File: src/design/mqufi_pkg.sv
// Shared types, constants and helper functions of the multi-queue block.
// Used by every module in the design folder; it depends on nothing else.
package mqufi_pkg;

    localparam int NUM_QUEUES     = 32;
    localparam int QUEUE_DEPTH    = 8;
    localparam int TAG_WIDTH      = 16;

    localparam int QSEL_WIDTH     = 5;
    localparam int ITEM_TAG_WIDTH = 16;
    localparam int LIMIT_WIDTH    = 4;
    localparam int OCC_WIDTH      = 4;
    localparam int CODE_WIDTH     = 2;

    localparam int QIDX_WIDTH     = (NUM_QUEUES > 1) ? $clog2(NUM_QUEUES) : 1;
    localparam int CNT_WIDTH      = $clog2(QUEUE_DEPTH + 1);
    localparam int CMP_WIDTH      = (CNT_WIDTH > LIMIT_WIDTH) ? CNT_WIDTH : LIMIT_WIDTH;

    localparam logic [LIMIT_WIDTH-1:0] LIMIT_RESET = LIMIT_WIDTH'(8);

    localparam logic REQ_ADD   = 1'b0;
    localparam logic REQ_SERVE = 1'b1;

    typedef logic [TAG_WIDTH-1:0] tag_t;

    typedef struct packed {
        tag_t tag;
        logic urgent;
    } entry_t;

    typedef enum logic [CODE_WIDTH-1:0] {
        RES_ADDED  = 2'd0,
        RES_FULL   = 2'd1,
        RES_SERVED = 2'd2,
        RES_EMPTY  = 2'd3
    } result_code_t;

    typedef enum logic [1:0] {
        Q_IDLE      = 2'd0,
        Q_PUSH_HEAD = 2'd1,
        Q_PUSH_TAIL = 2'd2,
        Q_POP       = 2'd3
    } q_op_t;

    typedef struct packed {
        q_op_t  op;
        entry_t entry;
    } q_cmd_t;

    typedef enum logic [1:0] {
        SLOT_HOLD      = 2'd0,
        SLOT_FROM_PREV = 2'd1,
        SLOT_FROM_NEXT = 2'd2,
        SLOT_LOAD      = 2'd3
    } slot_op_t;

    // Stored tags keep the low TAG_WIDTH bits of the incoming tag.
    function automatic tag_t tag_from_item(input logic [ITEM_TAG_WIDTH-1:0] x);
        tag_t r;
        r = '0;
        for (int i = 0; i < TAG_WIDTH; i++) begin
            if (i < ITEM_TAG_WIDTH) begin
                r[i] = x[i];
            end
        end
        return r;
    endfunction

    // The result carries the low bits of a stored tag, zero-extended.
    function automatic logic [ITEM_TAG_WIDTH-1:0] item_from_tag(input tag_t x);
        logic [ITEM_TAG_WIDTH-1:0] r;
        r = '0;
        for (int i = 0; i < ITEM_TAG_WIDTH; i++) begin
            if (i < TAG_WIDTH) begin
                r[i] = x[i];
            end
        end
        return r;
    endfunction

    function automatic logic [QIDX_WIDTH-1:0] idx_from_sel(input logic [QSEL_WIDTH-1:0] s);
        logic [QIDX_WIDTH-1:0] r;
        r = '0;
        for (int i = 0; i < QIDX_WIDTH; i++) begin
            if (i < QSEL_WIDTH) begin
                r[i] = s[i];
            end
        end
        return r;
    endfunction

endpackage

File: src/design/mqufi_slot.sv
// One storage cell of a queue: holds a tag and its urgent flag.
// Depends on mqufi_pkg; chained by mqufi_queue.
module mqufi_slot import mqufi_pkg::*; (
    input  logic     aclk,
    input  slot_op_t op,
    input  entry_t   prev_entry,
    input  entry_t   next_entry,
    input  entry_t   new_entry,
    output entry_t   entry
);

    entry_t entry_reg;
    entry_t entry_next;

    always_comb begin
        case (op)
            SLOT_HOLD:      entry_next = entry_reg;
            SLOT_FROM_PREV: entry_next = prev_entry;
            SLOT_FROM_NEXT: entry_next = next_entry;
            SLOT_LOAD:      entry_next = new_entry;
            default:        entry_next = entry_reg;
        endcase
    end

    always_ff @(posedge aclk) begin
        entry_reg <= entry_next;
    end

    assign entry = entry_reg;

endmodule

File: src/design/mqufi_queue.sv
// One bounded deque: a chain of slot cells with the head in slot zero, plus its count.
// Depends on mqufi_pkg and mqufi_slot.
module mqufi_queue import mqufi_pkg::*; (
    input  logic                 aclk,
    input  logic                 aresetn,
    input  q_cmd_t               cmd,
    output entry_t               head,
    output logic [CNT_WIDTH-1:0] count
);

    logic [CNT_WIDTH-1:0] count_reg;
    logic [CNT_WIDTH-1:0] count_next;
    entry_t               slot_q   [QUEUE_DEPTH];
    slot_op_t             slot_ops [QUEUE_DEPTH];

    // The caller only issues legal commands: no push when full, no pop when empty.
    always_comb begin
        for (int i = 0; i < QUEUE_DEPTH; i++) begin
            case (cmd.op)
                Q_PUSH_HEAD: slot_ops[i] = SLOT_FROM_PREV;
                Q_PUSH_TAIL: slot_ops[i] = (CNT_WIDTH'(i) == count_reg) ? SLOT_LOAD : SLOT_HOLD;
                Q_POP:       slot_ops[i] = (i == QUEUE_DEPTH - 1) ? SLOT_HOLD : SLOT_FROM_NEXT;
                default:     slot_ops[i] = SLOT_HOLD;
            endcase
        end
    end

    genvar g;
    generate
        for (g = 0; g < QUEUE_DEPTH; g++) begin : g_slot
            entry_t prev_e;
            entry_t next_e;
            if (g == 0) begin : g_first
                // An urgent item enters the head as the rest shift one place back.
                assign prev_e = cmd.entry;
            end else begin : g_mid
                assign prev_e = slot_q[g-1];
            end
            if (g == QUEUE_DEPTH - 1) begin : g_last
                assign next_e = slot_q[g];
            end else begin : g_inner
                assign next_e = slot_q[g+1];
            end
            mqufi_slot u_slot (
                .aclk       (aclk),
                .op         (slot_ops[g]),
                .prev_entry (prev_e),
                .next_entry (next_e),
                .new_entry  (cmd.entry),
                .entry      (slot_q[g])
            );
        end
    endgenerate

    always_comb begin
        case (cmd.op)
            Q_PUSH_HEAD: count_next = count_reg + CNT_WIDTH'(1);
            Q_PUSH_TAIL: count_next = count_reg + CNT_WIDTH'(1);
            Q_POP:       count_next = count_reg - CNT_WIDTH'(1);
            default:     count_next = count_reg;
        endcase
    end

    always_ff @(posedge aclk) begin
        if (!aresetn) begin
            count_reg <= '0;
        end else begin
            count_reg <= count_next;
        end
    end

    assign head  = slot_q[0];
    assign count = count_reg;

endmodule

File: config.mk
export PLATFORM = sky130hd
export DESIGN_NAME = mqufi_queue
export DESIGN_NICKNAME = d
export VERILOG_FILES = /design/src/design/mqufi_pkg.sv /design/src/design/mqufi_slot.sv /design/src/design/mqufi_queue.sv
export SDC_FILE = /design/constraint.sdc
export NUM_CORES = 1
export LEC_CHECK = 0
export BUFFER_PORTS_ARGS = -buffer_cell sky130_fd_sc_hd__buf_2
export CAP_MARGIN = 40
export CORE_MARGIN = 2
export CORE_UTILIZATION = 30
export CTS_CLUSTER_SIZE = 10
export DETAILED_ROUTE_END_ITERATION = 7
export SYNTH_ARGS = -nofsm -noshare
export SYNTH_HDL_FRONTEND = slang
export SYNTH_SLANG_ARGS = --single-unit
File: constraint.sdc
create_clock -name aclk -period 6.6 [get_ports aclk]
set_clock_uncertainty 0.15 [all_clocks]
set_input_delay 0.99 -clock aclk [delete_from_list [all_inputs] [get_ports aclk]]
set_output_delay 0.99 -clock aclk [all_outputs]
set_load 0.01 [all_outputs]
## Word level (Yosys, flattened, before mapping)

Cells that the tools add are included.
Widths: inputs -> output; s select.

- Register bits after elaboration: 140
- Word-level logic and storage cells: 91

- $add $sub $neg: 2
- Equality and inequality tests: 34
- Mux-type cells: 25
- Reductions and logical operators: 13

Operators with widths:

| cell | count |
|---|---|
| $pmux 17 s3 | 6 |
| $pmux 17 s2 | 2 |
| $pmux 2 s3 | 7 |
| $eq 2x2->1 const B | 18 |
| $eq 2x1->1 const B | 9 |
| $eq 3x4->1 const A | 4 |
| $logic_not 2->1 | 8 |
| $mux 2 | 8 |
| $eq 2x4->1 const A | 2 |
| $pmux 4 s2 | 1 |
| $reduce_or 2->1 | 3 |
| $add 4x1->4 const B | 1 |
| $eq 1x4->1 const A | 1 |
| $logic_not 4->1 | 1 |
| $pmux 2 s2 | 1 |
| $sub 4x1->4 const B | 1 |
| $reduce_bool 2->1 | 1 |

## Logic depth before layout (Yosys ltp)

Gate-level depths: netlist of run 1.

- Depth in word-level cells: 6
- Mapped depth: 9
- Mapped depth without buffers: 6

## Modules after synthesis

From an unflattened synthesis of run 1, not the netlist that was laid out.

- Cell total of the unflattened synthesis: 671
- Area, all modules: 7,602.3 µm²

Modules (own cells, without submodules):

| module | times used | cells an instance | area each (µm²) | sequential area each (µm²) |
|---|---|---|---|---|
| mqufi_slot | 8 | 75 | 887.1 | 510.5 |
| mqufi_queue | 1 | 71 | 505.5 | 80.1 |

## Least setup slack after synthesis of run 1

OpenSTA, ideal clock, no wires.

- Path type: in2reg
- From: input cmd[17] (netlist bit)
- To: register g_slot[1].u_slot.entry_reg (netlist bit g_slot[1].u_slot.entry[0]), enable pin
- Setup time: 0.415 ns
- Arrival time: 3.094 ns
- Required time: 6.035 ns
- Slack: 2.941 ns
- Stages on the path: 6
- Path buffers: 3
- Cell sequence: ha_1 -> buf_2 -> buf_2 -> buf_2 -> nor2_1 -> o21ai_0

- Cells in the longest elaborated chain, start to end: 3
- Elaborated cells between the ends (all ways): 5
- Those cells by class: 3 x eq/ne; 1 x mux; 1 x reduce/logical

RTL lines:

| what | line | text |
|---|---|---|
| start: declaration | mqufi_queue.sv:6 | `input q_cmd_t cmd,` |
| $eq 2x2->1 / $eq 2x1->1 (equally long branches) | mqufi_queue.sv:19 | `case (cmd.op)` |
| $pmux 2 s3 (*) | mqufi_queue.sv:19 |  |
| $logic_not 2->1 (*) | mqufi_slot.sv:16 | `case (op)` |
| end signal: assignment | mqufi_slot.sv:26 | `entry_reg <= entry_next;` |
| end: declaration | mqufi_slot.sv:12 | `entry_t entry_reg;` |

Mark *: on every way between the ends. The rest lies on a longest branch, timed or not.
A chain may end at the register's enable or synchronous reset.

## Worst setup path after layout of run 1

- From: input cmd[18] (netlist bit)
- To: register g_slot[3].u_slot.entry_reg (netlist bit g_slot[3].u_slot.entry[7]), enable pin

- Cells in the longest elaborated chain, start to end: 3
- Elaborated cells between the ends (all ways): 5
- Those cells by class: 3 x eq/ne; 1 x mux; 1 x reduce/logical

RTL lines:

| what | line |
|---|---|
| $eq 2x2->1 / $eq 2x1->1 (equally long branches) | mqufi_queue.sv:19 |
| $pmux 2 s3 (*) | mqufi_queue.sv:19 |
| $logic_not 2->1 (*) | mqufi_slot.sv:16 |
| end signal: assignment | mqufi_slot.sv:26 |
| end: declaration | mqufi_slot.sv:12 |

Marked as above.

==> results of run 1 <==
==> stage by stage <==
stage	util	power [µW]
after global routing	0.355	2500
after detailed placement	0.331	1530
final	0.355	2420
after CTS	0.355	2430
after floorplan	-	1400
after global placement	0.326	1510
==> area by class of cell <==
type / count / area, µm² / area share
clock inverters: 15 / 125 / 0.0155
flip-flops and latches: 140 / 4160 / 0.515
repair buffers: 55 / 359 / 0.0444
clock buffers: 17 / 425 / 0.0526
well taps: 313 / 392 / 0.0484
multi-input cells: 341 / 2610 / 0.323
inverters: 4 / 15.0 / 0.00186
==> layer usage <==
metal / wire [µm] / share of wire
met5: 0 / 0
met4: 416 / 0.022
met3: 1340 / 0.069
met2: 8940 / 0.46
met1: 8650 / 0.45
==> final timing paths <==
path,startpoint,to,slack [ns]
max,cmd[18],g_slot[3].u_slot.entry[7]$_DFFE_PP_,2.98
min,g_slot[7].u_slot.entry[3]$_DFFE_PN_,g_slot[6].u_slot.entry[3]$_DFFE_PP_,0.42
max reg2reg,count[0]$_SDFFE_PN0P_,g_slot[4].u_slot.entry[5]$_DFFE_PP_,3.82
min reg2reg,g_slot[7].u_slot.entry[3]$_DFFE_PN_,g_slot[6].u_slot.entry[3]$_DFFE_PP_,0.42
==> power by group through the flow <==
| stage | combinational, µW | sequential, µW | clock, µW |
|---|---|---|---|
| 4_1_cts | 340 | 1180 | 915 |
| 3_3_place_gp | 315 | 1190 | 0 |
| 3_5_place_dp | 338 | 1190 | 0 |
| 6_report | 340 | 1180 | 906 |
| 5_1_grt | 369 | 1190 | 946 |
| 2_1_floorplan | 226 | 1170 | 0 |
==> cell usage in the layout (no fill, tap or decap), types with 4 or more instances in the layout <==
master      instances
clkinvlp_4          5
o21ai_2             4
a221o_1            68
inv_1               4
nor2_4              4
nand2_1            18
buf_4               6
nor2_1             90
clkbuf_16          17
ha_1                9
mux2i_1            18
a22o_1             17
a21o_1             17
mux2_2             34
a21oi_1            24
edfxtp_1          136
and4b_1             4
buf_2              41
dfxtp_1             4
buf_8               5
==> kinds of logic (layout without fill, tap and decap cells) <==
kind of cell | Yosys count | in the layout
fa+ha+maj | 10 | 10
xor+xnor | 3 | 3
simple gates | 131 | 131
flops | 140 | 140
compound gates | 145 | 145
buf+inv | 44 | 91
mux | 52 | 52
==> worst register-to-register path, cell delays in order (launching register included) <==
cell	delay, ns
dfxtp_1	0.38
inv_1	0.13
ha_1	0.25
and4b_1	0.28
o21ba_2	0.66
nand2b_1	0.41
buf_8	0.22
==> flow_summary_export.csv, run 1 <==
group,metric,value,unit
worst_setup_path,worst-path-buf-inv,3,
timing,report.final.slew_viol_count,0,
synthesis,ys_types,41,
worst_setup_path,max_stage_delay,0.85,ns
floorplan,core,22800,µm²
synthesis,yosysMostFrequentCell,"edfxtp_1",
timing,setup_ws,2.98,ns
finish,largest_register_ffs,136,
synthesis,synth-compound-area-share,0.176,
floorplan,core.rowCount,55,
clock_network,post-cts-setup-buffer-count,0,
worst_setup_path,crit_slowest_cell,"ha_2",
timing,slew_headroom,0.406,
floorplan,die_w,157,µm
timing,hold_viol,0,
global_route,overflow,0,
placement,placed_cells,853,
synthesis,ys_warn_count,0,
drt,via_per_inst,5.54,
global_route,antenna_found_initial,0,
pwr,p_leak,0.00298,µW
placement,io_buffers,41,
worst_setup_path,start_kind,"input port",
global_route,use_met3,0.0383,
drt,wl_per_cell,21.9,µm
global_route,grt_pass1_wl,29600,µm
synthesis,synth_top_area_cell,"edfxtp_1",
clock_network,cts.htree.levels,4,
drt,first_pass_iters,5,
floorplan,die-area,24700,µm²
synthesis,syn_inst,525,
pwr,internal_power,1770,µW
outcome,status,"finished, final reports clean",
clock_network,postCtsResizedCells,0,
floorplan,io-pin-count,42,
worst_setup_path,cp_max_fo,46,
placement,placed_area,7540,µm²
synthesis,ys_async_sr_fraction,0,
drt,drc,0,
finish,fill_cells,2213,
clock_network,cts.sinks,140,
timing,rsz0062_at_grt,"no",
pwr,power.share.switching,0.269,
worst_setup_path,path_class,"input port to register",
clock_network,clk_latency,0.43,ns
floorplan,start_util,0.308,
timing,fin_crit,3.62,ns
min_path,hold_depth,1,
clock_network,clk_pin_slew,0.06,ns
flow_run,max-cap-violations,0,
timing,worst_pin_slew,0.890,ns
drt,ant_nets,0,
worst_setup_path,crit_family,"buffers and inverters",
finish,fin_nets,590,
timing,setup_viol,0,
clock_network,cts_buffers,17,
placement,dp_slack,2.55,ns
synthesis,yosys.area_share.simple,0.0910,
timing,fin_hold_ws,0.415,ns
synthesis,synthXorXnorAreaFrac,0.00374,
finish,stdcell_area,8090,µm²
global_route,grt_pass1_vias,4998,
synthesis,synth_top_family_by_area,"compound AO/OA/AOI/OAI gates",
global_route,grt_max_degree,47,
synthesis,ys_top_cells_by_count,"136 x edfxtp_1, 90 x nor2_1, 68 x a221o_1, 34 x mux2_2, 25 x a21oi_1",
synthesis,synth-adder-area-share,0.0178,
timing,finalCritPeriodShare,0.548,
synthesis,muxShareOfSynthArea,0.0802,
synthesis,synth-seq-cells,140,
min_path,min_path_type,"register to register",
synthesis,synth-edff-count,136,
synthesis,syn_nets,556,
synthesis,netlist_area,7020,µm²
worst_setup_path,r2r_cells,6,
placement,hpwl,12300,µm
pwr,p_per_area,300,nW/µm²
global_route,busiest_layer,"met2",
clock_network,cts_tree,"yes",
floorplan,die_y,157,µm
synthesis,synth_ff_type,"edfxtp_1",
clock_network,ctsHoldBuffers,0,
finish,syn_to_final_growth,15.2,%
synthesis,synthTopCellsByArea,"edfxtp_1 58%, a221o_1 9.7%, mux2_2 5.5%",
timing,setup_tns,0,ns
placement,place_congestion,0.830,
timing,clock.fmax,276,MHz
global_route,use_met1,0.217,
drt,first_iter_violations,461,
clock_network,clockBufferDepth,2,
worst_setup_path,endpoint_kind,"register",
pwr,p_sw,651,µW
finish,drive_above_1_share,0.248,
worst_setup_path,cp_data_required_time,6.59,ns
pwr,comb_power_share,0.140,
pwr,irDropWorstVdd,201,µV
synthesis,synth.avg_cell_area,13.4,µm²
worst_setup_path,arrival,3.61,ns
global_route,grtUsageMet2,0.253,
clock_network,clockRootBuffer,"clkbuf_16",
worst_setup_path,worstSetupPathDepth,6,
finish,fin_cells,885,
drt,vias,4900,
global_route,grt_usage,0.161,
drt,wirelength,19300,µm
synthesis,ys_seq_area_frac,0.593,
worst_setup_path,path_cells,"buf_2, ha_2, buf_4, nor2_1, o21ai_2, buf_6",
finish,antenna_cells,0,
pwr,seqPwrFrac,0.486,
synthesis,synth_top_cell_area_share,0.581,
pwr,p_clk_frac,0.374,
No activity file was read; power rests on OpenSTA's default activity.
==> run 2, diff against run 1 <==
Clock period 6.6 ns to 3.35 ns, I/O delays scaled along.
==> run 2 against run 1 <==
- wire length up 1.5%
- sequential power up 96%
- setup slack worse by 2.1 ns
- clock-buffer cell count unchanged
- first-iteration DRC count up 20%
- utilization up 0.54 points
- final area up 1.5%
- critical path type is now register to register
- power up 110%
- largest cell class unchanged
- die area unchanged
- non-clock buffer count up 9
==> flow_summary_export.csv, run 2 (synthesis gave the netlist of run 1 again) <==
group,metric,value,unit
clock_network,clk_latency,0.43,ns
finish,drive_above_1_share,0.260,
global_route,grt_pass1_wl,29900,µm
floorplan,start_util,0.308,
worst_setup_path,start_kind,"register",
clock_network,clk_pin_slew,0.06,ns
finish,regArea,4160,µm²
clock_network,cts.htree.levels,4,
timing,clock.fmax,406,MHz
worst_setup_path,max_stage_delay,0.58,ns
worst_setup_path,cp_max_fo,17,
timing,slew_headroom,0.514,
finish,antenna_cells,0,
timing,finalCritPeriodShare,0.735,
clock_network,clockBufferDepth,2,
timing,setup_viol,0,
timing,worst_pin_slew,0.728,ns
timing,report.final.slew_viol_count,0,
pwr,irDropWorstVdd,389,µV
placement,io_buffers,41,
clock_network,cts.sinks,140,
finish,final_common_cell,"edfxtp_1",
global_route,grt_pass1_vias,5005,
finish,largest_register_ffs,136,
finish,multi_input_area,2610,µm²
flow_run,max-cap-violations,0,
floorplan,die-area,24700,µm²
drt,ant_nets,0,
finish,fill_cells,2196,
clock_network,clockRootBuffer,"clkbuf_16",
floorplan,die_y,157,µm
floorplan,die_w,157,µm
floorplan,core,22800,µm²
placement,place_congestion,0.838,
worst_setup_path,arrival,2.49,ns
clock_network,cts_tree,"yes",
timing,hold_viol,0,
worst_setup_path,endpoint_kind,"register",
floorplan,core.rowCount,55,
timing,rsz0062_at_grt,"no",
global_route,antenna_found_initial,0,
floorplan,io-pin-count,42,
pwr,p_per_area,618,nW/µm²
worst_setup_path,path_class,"register to register",
finish,fin_nets,599,
drt,wl_per_cell,22.0,µm
min_path,min_path_type,"input port to register",
global_route,overflow,0,
worst_setup_path,path_cells,"inv_1, ha_1, and4b_1, nor2_4, nor2_1, a221o_1",
clock_network,cts_buffers,17,
pwr,power,5070,µW
drt,drc,0,
finish,syn_to_final_growth,17.0,%
worst_setup_path,cp_data_required_time,3.38,ns
pwr,p_leak,0.00307,µW
clock_network,post-cts-setup-buffer-count,0,
timing,setup_tns,0,ns
clock_network,ctsHoldBuffers,0,
outcome,status,"finished, final reports clean",
global_route,grt_max_degree,35,
global_route,grt_usage,0.162,
finish,mostFrequentLayoutCells,"136 x edfxtp_1, 90 x nor2_1, 68 x a221o_1, 41 x buf_2, 34 x mux2_2",
drt,wirelength,19600,µm
clock_network,postCtsResizedCells,0,
drt,via_per_inst,5.52,
drt,first_pass_iters,5,
drt,first_iter_violations,553,
drt,vias,4932,
placement,hpwl,12300,µm
worst_setup_path,crit_slowest_cell,"nor2_4",
timing,fin_crit,2.46,ns
## run 2: cell count changes in the layout (fill, tap and decap cells not counted), moves of 3 or more
cell / change
buf_4: +15
buf_8: -4
bufinv_16: +4
clkinvlp_4: -4
clkinv_4: +3
## run 2: through the flow
step,instance area [µm²],setup WS (ns),cells,util,hold WS [ns]
2_1_floorplan,7020,0.179,525,-,0.371
3_3_place_gp,7540,0.541,860,0.331,0.386
3_5_place_dp,7570,0.536,862,0.332,0.401
4_1_cts,8220,0.914,893,0.361,0.151
5_1_grt,8220,0.787,893,0.361,0.167
6_report,8220,0.888,893,0.361,0.159
## run 2: layout make-up
class | instances | share of cell area
repair buffers | 64 | 0.0474
inverters | 4 | 0.00183
well taps | 313 | 0.0477
flip-flops and latches | 140 | 0.507
multi-input cells | 341 | 0.318
clock inverters | 14 | 0.0267
clock buffers | 17 | 0.0518
## run 2: power by group
part	switching [µW]	leakage (µW)	total, µW	internal [µW]
clock network	758	0.000311	2080	1320
registers	123	0.00134	2310	2190
logic	394	0.00142	684	290
total	1270	0.00307	5070	3800
## run 2: final timing paths
check                                      start  slack (ns)                                    to  cells after the start
min reg2reg  g_slot[7].u_slot.entry[3]$_DFFE_PN_        0.42   g_slot[6].u_slot.entry[3]$_DFFE_PP_                      1
max reg2reg                count[0]$_SDFFE_PN0P_        0.89  g_slot[6].u_slot.entry[16]$_DFFE_PP_                      6
max                        count[0]$_SDFFE_PN0P_        0.89  g_slot[6].u_slot.entry[16]$_DFFE_PP_                      6
min                                      aresetn        0.16                 count[1]$_SDFFE_PN0P_                      2
## run 2: routing by layer
layer / routed length [µm] / track usage / up-vias
met5: 0 / 0 / -
li1: - / - / 2157
met3: 1520 / 0.0363 / 25
met1: 8830 / 0.226 / 2520
met4: 251 / 0.0416 / 0
met2: 9040 / 0.257 / 230
## run 2: worst max-delay path, delay by kind of cell, from the launching register on
family          cells  cell delay, ns
flops               1            0.45
buf+inv             1            0.12
compound gates      1            0.29
simple gates        3            0.97
fa+ha+maj           1            0.23
==> run 3, diff against run 2 <==
Clock period 3.35 ns to 2.1 ns, I/O delays scaled along.
==> run 3 against run 2 <==
- wire length grew 3.0%
- flip-flop and latch count is the same
- sequential share of layout area shrank 3.6 points
==> flow_summary_export.csv, run 3 (synthesis gave the netlist of run 1 again) <==
group,metric,value,unit
min_path,min_path_type,"input port to register",
finish,fill_cells,2111,
timing,rsz0062_at_grt,"no",
drt,vias,5113,
drt,via_per_inst,5.51,
timing,slew_headroom,0.640,
global_route,grt_pass1_wl,30100,µm
global_route,grt_max_degree,43,
timing,report.final.slew_viol_count,0,
drt,drc,0,
finish,final_common_cell,"edfxtp_1",
timing,setup_tns,0,ns
placement,place_congestion,0.806,
placement,placed_cells,885,
timing,hold_viol,0,
clock_network,clockBufferDepth,2,
finish,largest_register_ffs,136,
floorplan,core.rowCount,55,
floorplan,core,22800,µm²
floorplan,die_w,157,µm
worst_setup_path,cp_max_fo,12,
drt,wl_per_cell,21.8,µm
timing,clock.fmax,496,MHz
drt,first_iter_violations,567,
pwr,p_leak,0.00336,µW
flow_run,max-cap-violations,0,
placement,io_buffers,41,
timing,finalCritPeriodShare,0.960,
drt,wirelength,20200,µm
finish,fin_nets,633,
clock_network,clockRootBuffer,"clkbuf_16",
floorplan,die_y,157,µm
finish,antenna_cells,0,
worst_setup_path,path_class,"register to register",
clock_network,cts_tree,"yes",
global_route,grt_pass1_vias,5050,
clock_network,cts_buffers,17,
worst_setup_path,cp_data_required_time,2.12,ns
finish,drive_above_1_share,0.319,
pwr,irDropWorstVdd,650,µV
outcome,status,"finished, final reports clean",
worst_setup_path,endpoint_kind,"register",
timing,fin_crit,2.02,ns
global_route,overflow,0,
finish,final_util,0.390,
worst_setup_path,start_kind,"register",
clock_network,clk_pin_slew,0.06,ns
global_route,antenna_found_initial,0,
placement,hpwl,12600,µm
pwr,p_per_area,895,nW/µm²
floorplan,start_util,0.308,
clock_network,cts.htree.levels,4,
worst_setup_path,arrival,2.03,ns
floorplan,io-pin-count,42,
clock_network,cts.sinks,140,
finish,fin_cells,928,
finish,syn_to_final_growth,26.3,%
finish,mostFrequentLayoutCells,"136 x edfxtp_1, 90 x nor2_1, 68 x a221o_1, 41 x buf_2, 34 x mux2_2",
drt,first_pass_iters,5,
drt,ant_nets,0,
global_route,grt_usage,0.164,
timing,setup_viol,0,
clock_network,clk_latency,0.42,ns
timing,worst_pin_slew,0.538,ns
floorplan,die-area,24700,µm²
run 3: cell count changes in the layout (fill, tap and decap cells not counted), sizes merged:
cell	before	now
bufinv	5	2
nand2b	1	2
dlygate4sd3	0	1
clkbuf	17	19
clkinvlp	1	6
buf	64	94
clkinv	7	6
run 3: stage by stage:
step                worst slack [ns]  power (µW)  hold slack (ns)  cell area, µm²
floorplan                     -0.110        4420            0.287            7090
global placement              -0.162        4930            0.384            8110
detailed placement            -0.216        4980            0.392            8110
CTS                          0.00216        7920           0.0963            8710
global route                  0.0380        8220            0.114            8870
finish                        0.0845        7940            0.111            8870
run 3: worst paths after layout:
path / startpoint / endpoint / slack, ns / cells past startpoint
worst max-delay path: count[1]$_SDFFE_PN0P_ / g_slot[5].u_slot.entry[10]$_DFFE_PP_ / 0.08 / 6
worst min-delay path: cmd[16] / g_slot[7].u_slot.entry[16]$_DFFE_PN_ / 0.11 / 2
worst max register to register: count[1]$_SDFFE_PN0P_ / g_slot[5].u_slot.entry[10]$_DFFE_PP_ / 0.08 / 6
worst min register to register: g_slot[7].u_slot.entry[0]$_DFFE_PN_ / g_slot[6].u_slot.entry[0]$_DFFE_PP_ / 0.41 / 1
run 3: layout make-up:
cell class                 instances  area, µm²  area share
clock inverter                    15        149      0.0168
multi-input combinational        342       2690       0.303
sequential                       140       4170       0.470
tap                              313        392      0.0441
timing repair buffer              97       1030       0.116
clock buffer                      17        425      0.0479
inverter                           4       15.0     0.00169
run 3: power breakdown:
| group | total, µW | switching, µW | internal, µW | leakage (µW) |
|---|---|---|---|---|
| Clock | 2930 | 1200 | 1740 | 0.000262 |
| Sequential | 3680 | 184 | 3490 | 0.00134 |
| Combinational | 1330 | 693 | 636 | 0.00175 |
run 3: metal layers:
layer | part of all wire | vias up | GRT usage
met2 | 0.48 | 250 | 0.263
met4 | 0.016 | 0 | 0.0528
met1 | 0.44 | 2602 | 0.223
met3 | 0.065 | 26 | 0.0317
li1 | - | 2235 | -
met5 | 0 | - | 0
run 3: worst max-delay path, stage by stage (launching register included):
cell and delay [ns]:
dfxtp_4 0.36, inv_2 0.09, ha_1 0.20, and4b_2 0.33, a21oi_2 0.10, buf_12 0.17
a221o_1 0.35
run 3: what timing repair did:
action,in CTS,in global routing
pin swaps,1,4
setup endpoints to repair,13,66
hold buffers,1,0
hold endpoints to repair,3,0
cloned,0,4
gates resized for setup,0,11
buffers inserted,1,5
